**src/sv/gwwb_pkg.sv**
```systemverilog
// ----------------------------------------------------------------------------
// gwwb_pkg
// Types and constants of the gray-world white balance unit.
// ----------------------------------------------------------------------------
package gwwb_pkg;
    localparam int unsigned MaxPixels = 65536;
    localparam int unsigned CntW = $clog2(MaxPixels + 1);
    localparam int unsigned AddrW = $clog2(MaxPixels);

    localparam logic [1:0] StOk      = 2'd0;
    localparam logic [1:0] StNotDone = 2'd1;
    localparam logic [1:0] StIndex   = 2'd2;
    localparam logic [1:0] StFull    = 2'd3;

    localparam logic CmdLoad = 1'b0;
    localparam logic CmdRead = 1'b1;

    // Divider operand width: sums reach 24 bits.
    localparam int unsigned DivW = 24;

    typedef struct packed {
        logic        command;
        logic [7:0]  blue;
        logic [7:0]  green;
        logic [7:0]  red;
        logic        last_pixel;
        logic [15:0] pixel_index;
    } t_in;

    typedef struct packed {
        logic [1:0] status;
        logic [7:0] out_blue;
        logic [7:0] out_green;
        logic [7:0] out_red;
    } t_out;

    typedef struct packed {
        logic            start;
        logic [DivW-1:0] num;
        logic [DivW-1:0] den;
    } t_div_req;

    typedef struct packed {
        logic            done;
        logic [DivW-1:0] quo;
        logic [DivW-1:0] rem;
    } t_div_rsp;
endpackage

```
**src/sv/gwwb_divider.sv**
```systemverilog
// ----------------------------------------------------------------------------
// gwwb_divider
// Restoring radix-2 divider, one quotient bit per cycle.
// ----------------------------------------------------------------------------
module gwwb_divider
    import gwwb_pkg::*;
(
    input  logic     i_clk,
    input  logic     i_rst_n,
    input  t_div_req i_req,
    output t_div_rsp o_rsp
);
    localparam int unsigned StepW = $clog2(DivW + 1);

    logic [DivW-1:0]  r_quo, n_quo;
    logic [DivW-1:0]  r_rem, n_rem;
    logic [DivW-1:0]  r_den;
    logic [StepW-1:0] r_step;
    logic             r_busy, r_done;
    logic [DivW:0]    w_trial;

    always_comb begin
        w_trial = {r_rem, r_quo[DivW-1]} - {1'b0, r_den};
        n_quo = {r_quo[DivW-2:0], ~w_trial[DivW]};
        n_rem = w_trial[DivW] ? {r_rem[DivW-2:0], r_quo[DivW-1]} : w_trial[DivW-1:0];
    end

    always_ff @(posedge i_clk) begin
        if (!i_rst_n) begin
            r_busy <= 1'b0;
            r_done <= 1'b0;
            r_step <= '0;
        end else begin
            r_done <= 1'b0;
            if (i_req.start) begin
                r_busy <= 1'b1;
                r_quo  <= i_req.num;
                r_rem  <= '0;
                r_den  <= i_req.den;
                r_step <= StepW'(DivW);
            end else if (r_busy) begin
                r_quo  <= n_quo;
                r_rem  <= n_rem;
                r_step <= r_step - 1'b1;
                if (r_step == StepW'(1)) begin
                    r_busy <= 1'b0;
                    r_done <= 1'b1;
                end
            end
        end
    end

    assign o_rsp = '{done: r_done, quo: r_quo, rem: r_rem};
endmodule

```
**config.mk**
```make
export PLATFORM = sky130hd
export DESIGN_NAME = gwwb_divider
export DESIGN_NICKNAME = d
export VERILOG_FILES = /design/src/sv/gwwb_pkg.sv /design/src/sv/gwwb_divider.sv
export SDC_FILE = /design/constraint.sdc
export NUM_CORES = 1
export LEC_CHECK = 0
export BUFFER_PORTS_ARGS = -buffer_cell sky130_fd_sc_hd__buf_2
export CAP_MARGIN = 20
export CORE_ASPECT_RATIO = 0.75
export CORE_MARGIN = 4
export CORE_UTILIZATION = 32
export CTS_BUF_LIST = sky130_fd_sc_hd__clkbuf_16
export DETAILED_ROUTE_END_ITERATION = 6
export PLACE_DENSITY = 0.54
export SETUP_SLACK_MARGIN = 0.3
export SLEW_MARGIN = 10
export SYNTH_ARGS = -nofsm -noshare
export SYNTH_HDL_FRONTEND = slang
export SYNTH_SLANG_ARGS = --single-unit
```
**constraint.sdc**
```tcl
create_clock -name i_clk -period 3.1 [get_ports i_clk]
set_clock_uncertainty 0.15 [all_clocks]
set_input_delay 0 -clock i_clk [delete_from_list [all_inputs] [get_ports i_clk]]
set_output_delay 0 -clock i_clk [all_outputs]
set_load 0.05 [all_outputs]
```
==> out/results.ini, run 1 <==
[clocking]
cts.clk_slew.worst_paths_ns=0.07
cts-buffers-inserted=9
clockBufferDepth=2
cts_tree=done
h-tree-depth=3
insertion_delay_ns=0.35
cts.sinks=79
cts_root_buf=clkbuf_16

[outcome]
status=complete, no violations

[setup_path]
setup.worst_path.start=r_den[0]
critPathMaxFanout=7
endpoint_kind=flop
r2r_slack_ns=0.07
required_ns=3.00
r2r_end=r_rem[8]
endpoint=r_rem[8]
cp-start-kind=flop
ff2ff_path_depth=12
arrival_ns=2.93
r2r-start=r_den[0]
critPathKind=reg2reg

[routing]
vias_per_cell=5.22
finalWirelength_microns=14200
drtAntennaViolNets=0
wl_per_cell_microns=17.4
route.vias.total=4261
drc_errors=0
drt-initial-drc-count=317
drtPass1Iterations=5

[global_routing]
grt_pass1_vias=4161
grt_pass1_wl_microns=22300
track_usage=0.166
antenna_found_initial=0
grt_start_max_net_pins=54
grt.overflow.total=0

[timing]
worst_pin_slew_ns=0.682
layout_min_cycle_time_ns=3.03
setup-violations-final=0
tns_ns=0
finalHoldViolations=0
worst_slack_ns=0.0707
drv_slew=0
hold_slack_ns=0.201
rsz0062_at_grt=yes
fmax_ghz=0.330
max-slew-margin-rel=0.545
post-route-period-util=0.977

[place]
portBuffers=99
post-dp-hpwl_microns=9500
dpl_worst_slack_ns=0.0273
place_area_sq_um=5700
gp_congestion=0.917

[layout]
mostFrequentLayoutCells=buf_2, edfxtp_1, dlygate4sd3_1
antenna_cells=0
regArea_sq_um=2300
multi_input_area_sq_um=2590
mostFrequentLayoutCell=buf_2
fin_area_sq_um=6970
area_delta_synth_final_pct=47.2
fin_nets=690
drive_gt1_frac=0.370
fillCellCount=1334

[hold_path]
min_path_type=in2reg

[logic_synthesis]
synth_fp_nets=507
syn_inst=429
ys_seq_area_frac=0.486
yosysUniqueCellTypes=56
netlist_area_sq_um=4730
synth-edff-count=72
synth_seq_cells=79
yosysWarnings=0
synth_area_leaders=edfxtp_1, ha_1, mux2_2
synth.top_cell.area_share=0.457
synthArstFlopShare=0
synth_ff_type=edfxtp_1
avgSynthCellArea_sq_um=11.0
yosysTopAreaCell=edfxtp_1

[floorplanning]
die_w_microns=148
die_h_microns=113
core_area_sq_um=14500
initial_core_util=0.326
rows=38
die_area_sq_um=16800
io_pins=100

[pwr]
p_clk_frac=0.263
power_switching_mw=1.53
power.leakage_nw=2.89
intPower_mw=2.63
power.density_nw_per_um2=597
pwr-share-seq=0.327
switching_share=0.367
finalPower_mw=4.16
pwr-share-comb=0.410
ir_worst_vdd_mv=0.255

[job]
cap_violations=0

state kept, by name (all words and copies together), names as in the netlist:
| signal | flops |
|---|---|
| r_quo | 24 |
| r_step | 5 |
| r_busy | 1 |
| r_done | 1 |
| r_den | 24 |
| r_rem | 24 |
worst max-delay path: stages (launching register included):
cell and delay (ns):
edfxtp_1 0.42, ha_4 0.19, fa_2 0.36, nand2b_4 0.16
a21oi_4 0.15, o211ai_1 0.11, buf_4 0.16, a21oi_4 0.17
o21a_4 0.20, nor3_4 0.08, buf_6 0.18, o31ai_4 0.28
a21oi_1 0.11
worst min-delay path by stage:
stage | cells past startpoint | startpoint | end | slack [ns]
after floorplan | 0 | i_req[0] | r_den[0] | -0.05
after global placement | 1 | i_req[17] | r_den[17] | 0.03
after detailed placement | 1 | i_req[9] | r_den[9] | 0.03
after CTS | 2 | i_req[20] | r_den[20] | 0.20
after global routing | 2 | i_req[1] | r_den[1] | 0.20
final | 2 | i_req[1] | r_den[1] | 0.20
cell families (layout without fill, tap and decap cells):
| family | count (synthesis) | in the layout | synth area share |
|---|---|---|---|
| mux | 27 | 27 | 0.0632 |
| compound gates | 121 | 121 | 0.176 |
| flops | 79 | 79 | 0.486 |
| xor+xnor | 20 | 20 | 0.0370 |
| buf+inv | 55 | 241 | 0.0465 |
| simple gates | 100 | 102 | 0.118 |
| fa+ha+maj | 27 | 27 | 0.0729 |
power groups by stage:
stage	logic [mW]	clock network (mW)	registers, mW
after floorplan	0.765	0	1.59
after detailed placement	1.35	0	1.38
after CTS	1.59	1.11	1.36
after global placement	1.35	0	1.38
final	1.70	1.10	1.36
after global routing	1.83	1.15	1.37
cells in the mapped netlist (3+ instances only):
master and number:
a311oi_1 4, o211ai_1 6, nor3_1 3, nand2_1 20, nand2b_1 9, o31ai_1 14
a21o_1 18, a211oi_1 3, buf_1 3, xor2_1 5, o21ai_0 11, and2_1 3
ha_1 26, nor4_1 3, xnor2_1 15, clkbuf_1 16, nand4_1 17, nor2b_1 7
a311o_1 3, inv_1 32, edfxtp_1 72, o21a_1 4, dfxtp_1 7, or3_1 3
a21oi_1 30, nor2_1 18, a31oi_1 4, mux2_2 23, mux2i_1 4, a21boi_0 5
nand3_1 7
layer usage:
layer	GRT usage	vias up	wire (microns)
met2	0.240	169	6040
met3	0.0504	23	1030
met1	0.241	2064	6920
met5	0	-	0
met4	0.0468	0	233
li1	-	2005	-
metrics by stage:
| step | utilization | cells |
|---|---|---|
| 2_1_floorplan | - | 429 |
| 3_3_place_gp | 0.393 | 732 |
| 3_5_place_dp | 0.393 | 732 |
| 4_1_cts | 0.471 | 810 |
| 5_1_grt | 0.481 | 817 |
| 6_report | 0.481 | 817 |
cell type report:
class,instances,share of cell area
clock inverters,7,0.0108
flip-flops and latches,79,0.330
well taps,200,0.0359
clock buffers,9,0.0323
repair buffers,193,0.201
multi-input cells,297,0.372
inverters,32,0.0172
timing repair:
action | 4_1_cts | 5_1_grt
resized for setup | 41 | 9
buffers inserted | 10 | 6
cloned | 2 | 1
hold buffers | 50 | 0
endpoints found under the setup margin | 25 | 25
endpoints found under the hold margin | 55 | 0
pin swaps | 16 | 9
No activity file was read; power rests on OpenSTA's default activity.
==> inputs of run 2 (changes only) <==
- BUFFER_PORTS_ARGS: -buffer_cell sky130_fd_sc_hd__buf_2 -> not set
- CTS_CLUSTER_DIAMETER: not set -> 30
- DONT_BUFFER_PORTS: not set -> 1
- PLACE_DENSITY: 0.54 -> 0.48
==> out/results.ini, run 2 (same netlist as run 1, synthesis figures left out) <==
[timing]
worst_pin_slew_ns=0.707
hold_slack_ns=0.0249
post-route-period-util=0.967
finalHoldViolations=0
setup-violations-final=0
layout_min_cycle_time_ns=3.00
worst_slack_ns=0.104
drv_slew=0
fmax_ghz=0.334
rsz0062_at_grt=yes
tns_ns=0
max-slew-margin-rel=0.528

[floorplanning]
initial_core_util=0.326
die_area_sq_um=16800
die_w_microns=148
rows=38
die_h_microns=113
core_area_sq_um=14500
io_pins=100

[global_routing]
grt_start_max_net_pins=50
grt.overflow.total=0
grt_pass1_vias=4004
track_usage=0.167
grt_pass1_wl_microns=21700
antenna_found_initial=0

[setup_path]
cp_top_family=compound AO/OA/AOI/OAI gates
critPathKind=reg2reg
endpoint_kind=flop
cp_cell_sequence=ha_4, a21o_1, a21o_1, a21o_1, a211o_1, o21a_4, nor3_4, nor3_4, buf_6, buf_6, a31o_4
slowest_delay_ns=0.43
arrival_ns=2.96
cpMostUsedCell=a21o_1
required_ns=3.06
crit_slowest_cell=edfxtp_1
cp-start-kind=flop
crit_buf_inv=2
critPathMaxFanout=6

[layout]
drive_gt1_frac=0.283
utilization=0.479
antenna_cells=0
fin_nets=646
mostFrequentLayoutCells=dlygate4sd3_1, edfxtp_1, buf_4
area_delta_synth_final_pct=46.8
multi_input_area_sq_um=2580
largestRegisters=r_den: 24 flops, r_quo: 24 flops, r_rem: 24 flops
fillCellCount=1333
regArea_sq_um=2300
mostFrequentLayoutCell=dlygate4sd3_1

[clocking]
h-tree-depth=3
clockBufferDepth=2
insertion_delay_ns=0.36
cts-buffers-inserted=9
cts_tree=done
cts_root_buf=clkbuf_16
cts.clk_slew.worst_paths_ns=0.06
cts.sinks=79

[pwr]
intPower_mw=2.68
power.density_nw_per_um2=603
finalPower_mw=4.19
p_clk_frac=0.264
ir_worst_vdd_mv=0.329
power.leakage_nw=2.74
pwr-share-comb=0.394
power_switching_mw=1.51
switching_share=0.360
pwr-share-seq=0.342

[hold_path]
min_path_type=in2reg

[outcome]
status=complete, no violations

[place]
post-dp-hpwl_microns=9620
gp_congestion=0.844
dpl_worst_slack_ns=-0.165
portBuffers=0

[routing]
drc_errors=0
wl_per_cell_microns=18.1
drtAntennaViolNets=0
vias_per_cell=5.05
drtPass1Iterations=4
drt-initial-drc-count=220
finalWirelength_microns=14000
route.vias.total=3900

[job]
cap_violations=0

-- run 2: cell count changes in the layout (fill, tap and decap cells not counted), moves of 2 or more --
cell	previous run	this run
buf_2	99	0
inv_6	0	2
a21oi_1	26	24
dlygate4sd3_1	50	76
or3_4	3	1
buf_4	34	64
a21oi_2	2	4
clkinv_4	3	1
o31ai_1	1	3
inv_1	31	29
-- run 2: worst reg2reg max path, stage by stage, from the launching register on --
cell and delay, ns:
edfxtp_1 0.43, ha_4 0.24, a21o_1 0.17, a21o_1 0.15
a21o_1 0.16, a211o_1 0.33, o21a_4 0.26, nor3_4 0.28
nor3_4 0.09, buf_6 0.14, buf_6 0.12, a31o_4 0.23
-- run 2: worst paths after layout --
kind	startpoint	end	depth (start not counted)	slack [ns]
max	r_rem[12]	r_rem[22]	11	0.10
min	i_req[48]	r_rem[20]	3	0.02
max reg2reg	r_rem[12]	r_rem[22]	11	0.10
min reg2reg	r_step[1]	r_step[1]	2	0.35
-- run 2: metrics by stage --
step	instances	instance area, sq um
floorplan	429	4870
global placement	655	5360
detailed placement	656	5390
CTS	763	6770
global route	773	6950
finish	773	6950
-- run 2: routing by layer --
metal	vias to the layer above	GRT usage	routed length, microns
met2	96	0.251	6150
met5	-	0	0
met3	11	0.0532	857
met4	0	0.0542	174
li1	1918	-	-
met1	1875	0.229	6820
-- run 2: final cells by class --
cell class | count | share of cell area
multi-input combinational | 296 | 0.371
sequential | 79 | 0.331
timing repair buffer | 150 | 0.201
tap | 200 | 0.0360
clock buffer | 9 | 0.0324
inverter | 32 | 0.0173
clock inverter | 7 | 0.0115
-- run 2: repair_timing --
item / in CTS / in global routing
buffers inserted: 14 / 9
hold buffers: 77 / 0
endpoints found under the setup margin: 25 / 25
gates cloned: 0 / 1
endpoints found under the hold margin: 77 / 0
pin swaps: 12 / 16
resized for setup: 33 / 21
-- run 2: power by group through the flow --
stage | Clock, mW | Sequential [mW] | Combinational (mW)
finish | 1.11 | 1.43 | 1.65
CTS | 1.15 | 1.43 | 1.52
floorplan | 0 | 1.59 | 0.765
global route | 1.19 | 1.44 | 1.78
global placement | 0 | 1.45 | 1.27
detailed placement | 0 | 1.46 | 1.27
